## config.mk

```make
export PLATFORM = sky130hd
export DESIGN_NAME = accel_step_counter
export DESIGN_NICKNAME = d
export VERILOG_FILES = /design/src/hw/rtl/asc_pkg.sv /design/src/hw/rtl/asc_mul.sv /design/src/hw/rtl/asc_sqrt.sv /design/src/hw/rtl/accel_step_counter.sv
export SDC_FILE = /design/constraint.sdc
export NUM_CORES = 2
export LEC_CHECK = 0
export ABC_AREA = 1
export CAP_MARGIN = 0
export CORE_MARGIN = 2
export CORE_UTILIZATION = 30
export CTS_CLUSTER_SIZE = 12
export DETAILED_ROUTE_END_ITERATION = 12
export DONT_BUFFER_PORTS = 1
export PLACE_DENSITY = 0.52
export SKIP_LAST_GASP = 1
export SYNTH_ARGS = -nofsm -noshare
export SYNTH_HDL_FRONTEND = slang
export SYNTH_SLANG_ARGS = --single-unit
```

## constraint.sdc

```tcl
create_clock -name clk -period 7.3 [get_ports clk]
set_input_delay 1.095 -clock clk [delete_from_list [all_inputs] [get_ports clk]]
set_output_delay 1.095 -clock clk [all_outputs]
set_load 0.05 [all_outputs]
```

## src/hw/rtl/asc_pkg.sv

```systemverilog
// Shared types and constants for the accelerometer step counter.
// Used by every module under hw/rtl; depends on nothing else.
`timescale 1ns / 1ps

package asc_pkg;

    localparam int AXIS_W    = 16;
    localparam int SUMSQ_W   = 32;
    localparam int MAG_W     = 16;
    localparam int MUL_A_W   = 32;
    localparam int MUL_B_W   = 16;
    localparam int MUL_P_W   = MUL_A_W + MUL_B_W;
    localparam int CFG_IDX_W = 3;
    localparam int CFG_DAT_W = 16;

    localparam int WINDOW_SAMPLES_DEF = 250;

    // Register indexes on the configuration port
    localparam logic [CFG_IDX_W-1:0] CFG_SAMPLE_PERIOD = 3'd0;
    localparam logic [CFG_IDX_W-1:0] CFG_MIN_STEP      = 3'd1;
    localparam logic [CFG_IDX_W-1:0] CFG_GRAVITY       = 3'd2;
    localparam logic [CFG_IDX_W-1:0] CFG_THRESHOLD     = 3'd3;
    localparam logic [CFG_IDX_W-1:0] CFG_STRIDE        = 3'd4;
    localparam logic [CFG_IDX_W-1:0] CFG_ENERGY        = 3'd5;
    localparam logic [CFG_IDX_W-1:0] CFG_RUNNING_SPM   = 3'd6;

    // Register reset values
    localparam logic [9:0]  SAMPLE_PERIOD_RST = 10'd20;
    localparam logic [15:0] MIN_STEP_RST      = 16'd250;
    localparam logic [15:0] GRAVITY_RST       = 16'd16384;
    localparam logic [15:0] THRESHOLD_RST     = 16'd3277;
    localparam logic [11:0] STRIDE_RST        = 12'd700;
    localparam logic [9:0]  ENERGY_RST        = 10'd40;
    localparam logic [11:0] RUNNING_SPM_RST   = 12'd140;

    // Activity codes
    localparam logic [1:0] ACT_INACTIVE = 2'd0;
    localparam logic [1:0] ACT_WALKING  = 2'd1;
    localparam logic [1:0] ACT_RUNNING  = 2'd2;

    typedef struct packed {
        logic                     action;
        logic signed [AXIS_W-1:0] accel_x;
        logic signed [AXIS_W-1:0] accel_y;
        logic signed [AXIS_W-1:0] accel_z;
    } sample_t;

    typedef struct packed {
        logic [31:0] step_count;
        logic [43:0] distance_mm;
        logic [41:0] energy_milli;
        logic [1:0]  activity;
        logic        step_seen;
    } result_t;

endpackage

```

## src/hw/rtl/asc_mul.sv

```systemverilog
// Shared 32x16 unsigned multiplier with a registered product.
// Depends on asc_pkg for operand widths.
`timescale 1ns / 1ps

module asc_mul (
    input  logic                          clk,
    input  logic [asc_pkg::MUL_A_W-1:0]   a,
    input  logic [asc_pkg::MUL_B_W-1:0]   b,
    output logic [asc_pkg::MUL_P_W-1:0]   prod_reg
);
    import asc_pkg::*;

    logic [MUL_P_W-1:0] prod_next;

    assign prod_next = MUL_P_W'(a) * MUL_P_W'(b);

    always_ff @(posedge clk)
    begin
        prod_reg <= prod_next;
    end

endmodule

```

## src/hw/rtl/asc_sqrt.sv

```systemverilog
// Bit-serial floor square root: one root bit per cycle, 16-bit root of a 32-bit radicand.
// Depends on asc_pkg for operand widths.
`timescale 1ns / 1ps

module asc_sqrt (
    input  logic                          clk,
    input  logic                          rst_n,
    input  logic                          start,
    input  logic [asc_pkg::SUMSQ_W-1:0]   radicand,
    output logic                          busy,
    output logic                          done,
    output logic [asc_pkg::MAG_W-1:0]     root
);
    import asc_pkg::*;

    localparam int CNT_W = $clog2(MAG_W);
    localparam int REM_W = MAG_W + 1;
    localparam int TRY_W = MAG_W + 3;

    logic [SUMSQ_W-1:0] rad_reg;
    logic [REM_W-1:0]   rem_reg;
    logic [MAG_W-1:0]   root_reg;
    logic [CNT_W-1:0]   cnt_reg;
    logic               busy_reg;
    logic               done_reg;

    logic [TRY_W-1:0]   rem_shift;
    logic [TRY_W-1:0]   trial;
    logic               fits;

    assign rem_shift = {rem_reg, rad_reg[SUMSQ_W-1 -: 2]};
    assign trial     = {1'b0, root_reg, 2'b01};
    assign fits      = (rem_shift >= trial);

    always_ff @(posedge clk or negedge rst_n)
    begin
        if (!rst_n)
        begin
            busy_reg <= 1'b0;
            done_reg <= 1'b0;
            cnt_reg  <= '0;
        end
        else
        begin
            done_reg <= 1'b0;
            if (start)
            begin
                busy_reg <= 1'b1;
                cnt_reg  <= CNT_W'(MAG_W - 1);
            end
            else if (busy_reg)
            begin
                cnt_reg <= cnt_reg - 1'b1;
                if (cnt_reg == '0)
                begin
                    busy_reg <= 1'b0;
                    done_reg <= 1'b1;
                end
            end
        end
    end

    always_ff @(posedge clk)
    begin
        if (start)
        begin
            rad_reg  <= radicand;
            rem_reg  <= '0;
            root_reg <= '0;
        end
        else if (busy_reg)
        begin
            rad_reg <= {rad_reg[SUMSQ_W-3:0], 2'b00};
            if (fits)
            begin
                rem_reg  <= REM_W'(rem_shift - trial);
                root_reg <= {root_reg[MAG_W-2:0], 1'b1};
            end
            else
            begin
                rem_reg  <= REM_W'(rem_shift);
                root_reg <= {root_reg[MAG_W-2:0], 1'b0};
            end
        end
    end

    assign busy = busy_reg;
    assign done = done_reg;
    assign root = root_reg;

endmodule

```

## src/hw/rtl/accel_step_counter.sv

```systemverilog
// Top level of the accelerometer step counter: sequencer, step state, registers.
// Depends on asc_pkg, asc_mul and asc_sqrt.
`timescale 1ns / 1ps

// Usage:
//   sample channel (sample_valid/sample_ready/sample): one item per accelerometer
//   sample, or a clear request when action is set. result channel
//   (result_valid/result_ready/result): exactly one item back per sample item.
//   cfg channel (cfg_valid/cfg_ready/cfg_index/cfg_data): register writes,
//   always ready; write only while no sample item is in flight.
// Sequencing:
//   a sample item runs the squares, sum, root, update, distance, energy, latch
//   and done states; a clear item starts at the distance state. One shared
//   32x16 multiplier forms the three squares and later the distance and energy
//   products; a bit-serial root unit finds the magnitude. sample_ready is high
//   only while idle, so a new item waits until the last one leaves the done state.
// Reset:
//   registers take their defaults, all step state and result_valid clear.
// Stall:
//   a finished result sits in the output register; the next item is accepted
//   meanwhile and its result waits in the final state until the port frees up.

module accel_step_counter #(
    parameter int WindowSamples = asc_pkg::WINDOW_SAMPLES_DEF
) (
    input  logic                            clk,
    input  logic                            rst_n,
    input  logic                            sample_valid,
    output logic                            sample_ready,
    input  asc_pkg::sample_t                sample,
    output logic                            result_valid,
    input  logic                            result_ready,
    output asc_pkg::result_t                result,
    input  logic                            cfg_valid,
    output logic                            cfg_ready,
    input  logic [asc_pkg::CFG_IDX_W-1:0]   cfg_index,
    input  logic [asc_pkg::CFG_DAT_W-1:0]   cfg_data
);
    import asc_pkg::*;

    typedef enum logic [3:0] {
        ST_IDLE,
        ST_SQX,
        ST_SQY,
        ST_SQZ,
        ST_SUM,
        ST_ROOT,
        ST_UPDATE,
        ST_DIST,
        ST_ENRG,
        ST_LATCH,
        ST_DONE
    } state_t;

    state_t state_reg;

    // Configuration registers
    logic [9:0]  sample_period_reg;
    logic [15:0] min_step_reg;
    logic [15:0] gravity_reg;
    logic [15:0] threshold_reg;
    logic [11:0] stride_reg;
    logic [9:0]  energy_reg;
    logic [11:0] running_spm_reg;

    // Step state
    logic [31:0] total_steps_reg;
    logic [15:0] since_step_reg;
    logic        prev_above_reg;
    logic [7:0]  window_samples_reg;
    logic [7:0]  window_steps_reg;
    logic [1:0]  activity_reg;
    logic        seen_reg;

    // Per-item payload
    logic [AXIS_W-1:0]  ax_reg;
    logic [AXIS_W-1:0]  ay_reg;
    logic [AXIS_W-1:0]  az_reg;
    logic [SUMSQ_W-1:0] acc_reg;
    logic [43:0]        distance_reg;
    logic [41:0]        energy_milli_reg;

    logic    result_valid_reg;
    result_t result_reg;

    // Shared units
    logic [MUL_A_W-1:0] mul_a;
    logic [MUL_B_W-1:0] mul_b;
    logic [MUL_P_W-1:0] mul_prod;
    logic               sqrt_start;
    logic [SUMSQ_W-1:0] sqrt_radicand;
    logic               sqrt_busy;
    logic               sqrt_done;
    logic [MAG_W-1:0]   sqrt_root;

    logic [AXIS_W-1:0] abs_x;
    logic [AXIS_W-1:0] abs_y;
    logic [AXIS_W-1:0] abs_z;

    logic [15:0] motion;
    logic        above;
    logic [16:0] since_sum;
    logic [15:0] since_sat;
    logic        take_step;
    logic [7:0]  window_steps_inc;
    logic [7:0]  window_samples_inc;
    logic [11:0] spm;
    logic [1:0]  activity_class;
    logic        window_end;
    logic        sample_accept;
    logic        result_load;

    asc_mul u_mul (
        .clk      (clk),
        .a        (mul_a),
        .b        (mul_b),
        .prod_reg (mul_prod)
    );

    asc_sqrt u_sqrt (
        .clk      (clk),
        .rst_n    (rst_n),
        .start    (sqrt_start),
        .radicand (sqrt_radicand),
        .busy     (sqrt_busy),
        .done     (sqrt_done),
        .root     (sqrt_root)
    );

    function automatic logic [AXIS_W-1:0] axis_abs(input logic [AXIS_W-1:0] v);
        axis_abs = v[AXIS_W-1] ? AXIS_W'(~v + 1'b1) : v;
    endfunction

    assign abs_x = axis_abs(sample.accel_x);
    assign abs_y = axis_abs(sample.accel_y);
    assign abs_z = axis_abs(sample.accel_z);

    assign sample_ready  = (state_reg == ST_IDLE);
    assign sample_accept = sample_valid && sample_ready;
    assign cfg_ready     = 1'b1;
    assign result_load   = (state_reg == ST_DONE) && (!result_valid_reg || result_ready);

    // Multiplier operand select: squares first, then the distance and energy products
    always_comb
    begin
        mul_a = '0;
        mul_b = '0;
        case (state_reg)
            ST_SQX:
            begin
                mul_a = MUL_A_W'(ax_reg);
                mul_b = ax_reg;
            end
            ST_SQY:
            begin
                mul_a = MUL_A_W'(ay_reg);
                mul_b = ay_reg;
            end
            ST_SQZ:
            begin
                mul_a = MUL_A_W'(az_reg);
                mul_b = az_reg;
            end
            ST_DIST:
            begin
                mul_a = total_steps_reg;
                mul_b = MUL_B_W'(stride_reg);
            end
            ST_ENRG:
            begin
                mul_a = total_steps_reg;
                mul_b = MUL_B_W'(energy_reg);
            end
            default:
            begin
                mul_a = '0;
                mul_b = '0;
            end
        endcase
    end

    assign sqrt_start    = (state_reg == ST_SUM);
    assign sqrt_radicand = acc_reg + mul_prod[SUMSQ_W-1:0];

    // Step decision on the finished magnitude
    always_comb
    begin
        motion = (sqrt_root >= gravity_reg) ? (sqrt_root - gravity_reg)
                                            : (gravity_reg - sqrt_root);
        above     = (motion > threshold_reg);
        since_sum = {1'b0, since_step_reg} + 17'(sample_period_reg);
        since_sat = since_sum[16] ? 16'hFFFF : since_sum[15:0];
        take_step = above && !prev_above_reg && (since_sat >= min_step_reg);
        window_steps_inc = (take_step && window_steps_reg != 8'hFF)
                         ? window_steps_reg + 8'd1 : window_steps_reg;
        window_samples_inc = window_samples_reg + 8'd1;
        window_end = (window_samples_inc >= 8'(WindowSamples));
        // steps per minute = window steps * 12
        spm = 12'({window_steps_inc, 3'b000}) + 12'({window_steps_inc, 2'b00});
        if (window_steps_inc == 8'd0)
            activity_class = ACT_INACTIVE;
        else if (spm < running_spm_reg)
            activity_class = ACT_WALKING;
        else
            activity_class = ACT_RUNNING;
    end

    always_ff @(posedge clk or negedge rst_n)
    begin
        if (!rst_n)
        begin
            state_reg          <= ST_IDLE;
            sample_period_reg  <= SAMPLE_PERIOD_RST;
            min_step_reg       <= MIN_STEP_RST;
            gravity_reg        <= GRAVITY_RST;
            threshold_reg      <= THRESHOLD_RST;
            stride_reg         <= STRIDE_RST;
            energy_reg         <= ENERGY_RST;
            running_spm_reg    <= RUNNING_SPM_RST;
            total_steps_reg    <= '0;
            since_step_reg     <= '0;
            prev_above_reg     <= 1'b0;
            window_samples_reg <= '0;
            window_steps_reg   <= '0;
            activity_reg       <= ACT_INACTIVE;
            seen_reg           <= 1'b0;
            result_valid_reg   <= 1'b0;
        end
        else
        begin
            if (cfg_valid && cfg_ready)
            begin
                case (cfg_index)
                    CFG_SAMPLE_PERIOD: sample_period_reg <= cfg_data[9:0];
                    CFG_MIN_STEP:      min_step_reg      <= cfg_data;
                    CFG_GRAVITY:       gravity_reg       <= cfg_data;
                    CFG_THRESHOLD:     threshold_reg     <= cfg_data;
                    CFG_STRIDE:        stride_reg        <= cfg_data[11:0];
                    CFG_ENERGY:        energy_reg        <= cfg_data[9:0];
                    CFG_RUNNING_SPM:   running_spm_reg   <= cfg_data[11:0];
                    default: ;
                endcase
            end

            if (result_load)
                result_valid_reg <= 1'b1;
            else if (result_valid_reg && result_ready)
                result_valid_reg <= 1'b0;

            case (state_reg)
                ST_IDLE:
                begin
                    if (sample_accept)
                    begin
                        if (sample.action)
                        begin
                            // drop all step state, keep registers
                            total_steps_reg    <= '0;
                            since_step_reg     <= '0;
                            prev_above_reg     <= 1'b0;
                            window_samples_reg <= '0;
                            window_steps_reg   <= '0;
                            activity_reg       <= ACT_INACTIVE;
                            seen_reg           <= 1'b0;
                            state_reg          <= ST_DIST;
                        end
                        else
                        begin
                            state_reg <= ST_SQX;
                        end
                    end
                end
                ST_SQX:    state_reg <= ST_SQY;
                ST_SQY:    state_reg <= ST_SQZ;
                ST_SQZ:    state_reg <= ST_SUM;
                ST_SUM:    state_reg <= ST_ROOT;
                ST_ROOT:
                begin
                    if (sqrt_done)
                        state_reg <= ST_UPDATE;
                end
                ST_UPDATE:
                begin
                    since_step_reg  <= take_step ? 16'd0 : since_sat;
                    total_steps_reg <= total_steps_reg + 32'(take_step);
                    prev_above_reg  <= above;
                    seen_reg        <= take_step;
                    if (window_end)
                    begin
                        activity_reg       <= activity_class;
                        window_samples_reg <= '0;
                        window_steps_reg   <= '0;
                    end
                    else
                    begin
                        window_samples_reg <= window_samples_inc;
                        window_steps_reg   <= window_steps_inc;
                    end
                    state_reg <= ST_DIST;
                end
                ST_DIST:   state_reg <= ST_ENRG;
                ST_ENRG:   state_reg <= ST_LATCH;
                ST_LATCH:  state_reg <= ST_DONE;
                ST_DONE:
                begin
                    // hold until the output register is free
                    if (result_load)
                        state_reg <= ST_IDLE;
                end
                default:   state_reg <= ST_IDLE;
            endcase
        end
    end

    // Payload registers
    always_ff @(posedge clk)
    begin
        if (sample_accept)
        begin
            ax_reg <= abs_x;
            ay_reg <= abs_y;
            az_reg <= abs_z;
        end
        if (state_reg == ST_SQY)
            acc_reg <= mul_prod[SUMSQ_W-1:0];
        else if (state_reg == ST_SQZ)
            acc_reg <= acc_reg + mul_prod[SUMSQ_W-1:0];
        if (state_reg == ST_ENRG)
            distance_reg <= mul_prod[43:0];
        if (state_reg == ST_LATCH)
            energy_milli_reg <= mul_prod[41:0];
        if (result_load)
        begin
            result_reg.step_count   <= total_steps_reg;
            result_reg.distance_mm  <= distance_reg;
            result_reg.energy_milli <= energy_milli_reg;
            result_reg.activity     <= activity_reg;
            result_reg.step_seen    <= seen_reg;
        end
    end

    assign result_valid = result_valid_reg;
    assign result       = result_reg;

    a_busy_after_accept: assert property (
        @(posedge clk) disable iff (!rst_n)
        sample_accept |=> !sample_ready
    ) else $error("sample_ready high right after an accepted item");

    a_root_in_root_state: assert property (
        @(posedge clk) disable iff (!rst_n)
        (sqrt_done || sqrt_busy) |-> (state_reg == ST_ROOT)
    ) else $error("root unit active outside the root state");

    a_window_in_range: assert property (
        @(posedge clk) disable iff (!rst_n)
        window_samples_reg < 8'(WindowSamples)
    ) else $error("window sample count reached the window length");

    a_step_resets_timer: assert property (
        @(posedge clk) disable iff (!rst_n)
        (result_load && seen_reg) |-> (since_step_reg == 16'd0)
    ) else $error("counted step without a cleared step timer");

    a_activity_code: assert property (
        @(posedge clk) disable iff (!rst_n)
        result_valid_reg |-> (result_reg.activity != 2'd3)
    ) else $error("activity code out of range");

endmodule

```

==> out/qor.txt <==
CP delay by family, top: adder cells
RSZ-0062 raised after global routing: yes
Worst-Skew Late Latency: 0.67 ns
Fillers: 14480
Clock-pin slew on the worst setup and hold paths: 0.06 ns
PnR worst setup slack: 0.3276 ns
Max-cap violations: 0
# hold bufs at CTS: 0
GRT Overall Usage: 16.99%
Critical path arrival: 7.50 ns
Max Slew Vio Count: 0
Root buffer cell: clkbuf_16
Fin crit period: 6.972 ns
Clock net sink count: 567
Post-synth EDFFs: 319
Synth top area share: 22.71%
Crit-path max cell delay: 0.60 ns
Inst Count DP: 6585
Hold Path Class: input port to async pin
CP max FO: 10
Antenna Cells: 0
Worst Path Buf+Inv: 11
Setup Viol. Count Final: 0
P per Cell Area: 475.4 nW/um2
First-pass iteration count of the detailed router: 5
FF-to-FF Start: state_reg[2]
Worst IR drop on VDD: 0.4187 mV
Grt ovf: 0
Synth cell count leaders: nand2_1 (1007), inv_1 (838), fa_1 (417), nor2_1 (355), edfxtp_1 (319)
Top cell by count, worst path: inv_1
Detail Route Antenna Nets: 0
Reg2Reg Setup Slack: 0.33 ns
P&R area growth vs syn: 14.24%
Detail-routed via count per cell: 4.639
Number of global-route vias before repair: 31810
Most common cell in the netlist: nand2_1
Setup Skew: 0.02650 ns
Drt total wl: 120.1 mm
Dpl ws: 0.001806 ns
Total core area: 139500 um2
Initial core utilization: 30.23%
IO Port Bufs: 0
Pleak: 0.02127 uW
Critical path endpoint category: register
Max_slew headroom: 27.16%
Area after DPL: 45520 um2
Yosys Warn Count: 0
CTS Buf Count: 71
Mean Syn Cell Area: 9.140 um2
Area leader, netlist: edfxtp_1
Crit start category: register
Top FF cell, synth: edfxtp_1
Post-detailed-route wirelength per cell: 17.84 um
Final Hold Fails: 0
Die Area: 143600 um2
Row cnt: 137
First-pass GRT wire length: 186.2 mm
WHS: 0.1898 ns
Final non-filler cell total: 6731
Post-Syn Area: 42170 um2
Top Ports: 197
Share of cells above drive strength 1: 8.877%
Critical Path Start: state_reg[2]
Gate Count Post-Synth: 4614
Largest register FFs: 121
Worst path required time: 7.83 ns
Worst-Margin Slew: 1.090 ns
Final period util: 95.51%
H-tree depth: 3
CP Class: register to register
Die width: 378.9 um
CTS tree: built
Cells on worst reg2reg path: 34
Synth Register Bits: 567
Slowest cell on crit path: fa_1
Seq/Total Area, Yosys: 36.59%
Drt drc: 0
Async SR Flop Fraction: 30.16%
Status: finished, final reports clean
Post-synth cell types: 63
Max Clock Freq: 143.4 MHz
Synth area leaders: edfxtp_1 (23%), fa_1 (20%), nand2_1 (9.0%)
R2R Path End: u_mul.prod_reg[37]
Routability cong.: 0.8884
Initial drt markers: 2061
CTS max path bufs: 3
Final Total Pwr: 22910 uW
DP Wirelength: 94.48 mm
Largest net degree at the start of global routing: 172
Initial antenna violation count: 8
Die H: 378.9 um
Nets@finish: 5536
Final Instance Area: 48180 um2
Via count: 31230
==> through the flow <==
| stage | util [%] | setup TNS [ns] |
|---|---|---|
| after detailed placement | 32.63 | 0 |
| after global placement | 32.63 | -0.0004938 |
| final | 34.53 | 0 |
| after floorplan | - | 0 |
| after CTS | 34.23 | 0 |
| after global routing | 34.53 | -0.05421 |
==> worst max-delay path by stage <==
stage                         endpoint  slack, ns  cells past startpoint
finish              u_mul.prod_reg[37]       0.33                     34
global placement    u_mul.prod_reg[41]    -0.0005                     29
global route        u_mul.prod_reg[34]      -0.04                     32
detailed placement  u_mul.prod_reg[37]      0.002                     29
floorplan           u_mul.prod_reg[39]        0.1                     32
CTS                 u_mul.prod_reg[37]       0.01                     29
==> report_power, final <==
part | switching (uW) | internal [uW] | total (uW)
Clock | 1460 | 1990 | 3450
Sequential | 696 | 4500 | 5190
Combinational | 8980 | 5290 | 14300
Total | 11100 | 11800 | 22900
==> what timing repair did <==
| action | 4_1_cts | 5_1_grt |
|---|---|---|
| pin swaps | 0 | 3 |
| gates cloned | 0 | 3 |
| setup endpoints to repair | 1 | 19 |
| setup buffers | 0 | 12 |
| gates resized for setup | 1 | 74 |
==> kinds of logic after synthesis <==
kind of cell,Yosys count,synth area share (%)
buffers and inverters,969,8.716
xor gates and xnor gates,142,2.949
DFF,567,36.59
muxes,2,0.04747
adders and majority gates,666,27.18
AOI/OAI and AO/OA,621,8.399
other,2,0.01781
and+or+nand+nor,1645,16.09
==> cells in the final DEF (no fill, tap or decap), types with 27 or more instances in the layout <==
cell type  instances
buf_4            145
dfrtp_1          144
inv_1            832
o21ai_0          221
nor2_1           337
dfxtp_1           77
edfxtp_1         319
xor2_1            95
fa_1             417
clkbuf_16         73
nand4_1           29
a21oi_1          203
nor3_1            49
nand3_1          112
nand2_1         1007
conb_1            55
dfstp_2           27
xnor2_1           46
ha_1             246
==> metal layers <==
layer | GRT usage, % | routed length (um)
met4 | 6.042 | 3998
met3 | 3.421 | 6766
met1 | 21.60 | 52030
met2 | 28.55 | 57280
met5 | 0 | 27
==> layout make-up <==
| type | instances | area, um2 | share of cell area, % |
|---|---|---|---|
| multi-input combinational | 3132 | 23530 | 48.84 |
| tap | 1876 | 2347 | 4.872 |
| inverter | 865 | 3289 | 6.827 |
| clock inverter | 35 | 294.0 | 0.6103 |
| timing repair buffer | 158 | 1326 | 2.753 |
| timing repair inverter | 2 | 15.01 | 0.03116 |
| sequential | 567 | 15430 | 32.03 |
| clock buffer | 96 | 1943 | 4.033 |
==> worst register-to-register path: cells and delay by family, from the launching register on <==
| kind | cells | cell delay [ns] |
|---|---|---|
| xor+xnor | 1 | 0.15 |
| compound gates | 6 | 0.88 |
| buf+inv | 11 | 1.05 |
| flops | 1 | 0.40 |
| simple gates | 9 | 0.98 |
| fa+ha+maj | 7 | 3.41 |
No activity file was read; power rests on OpenSTA's default activity.
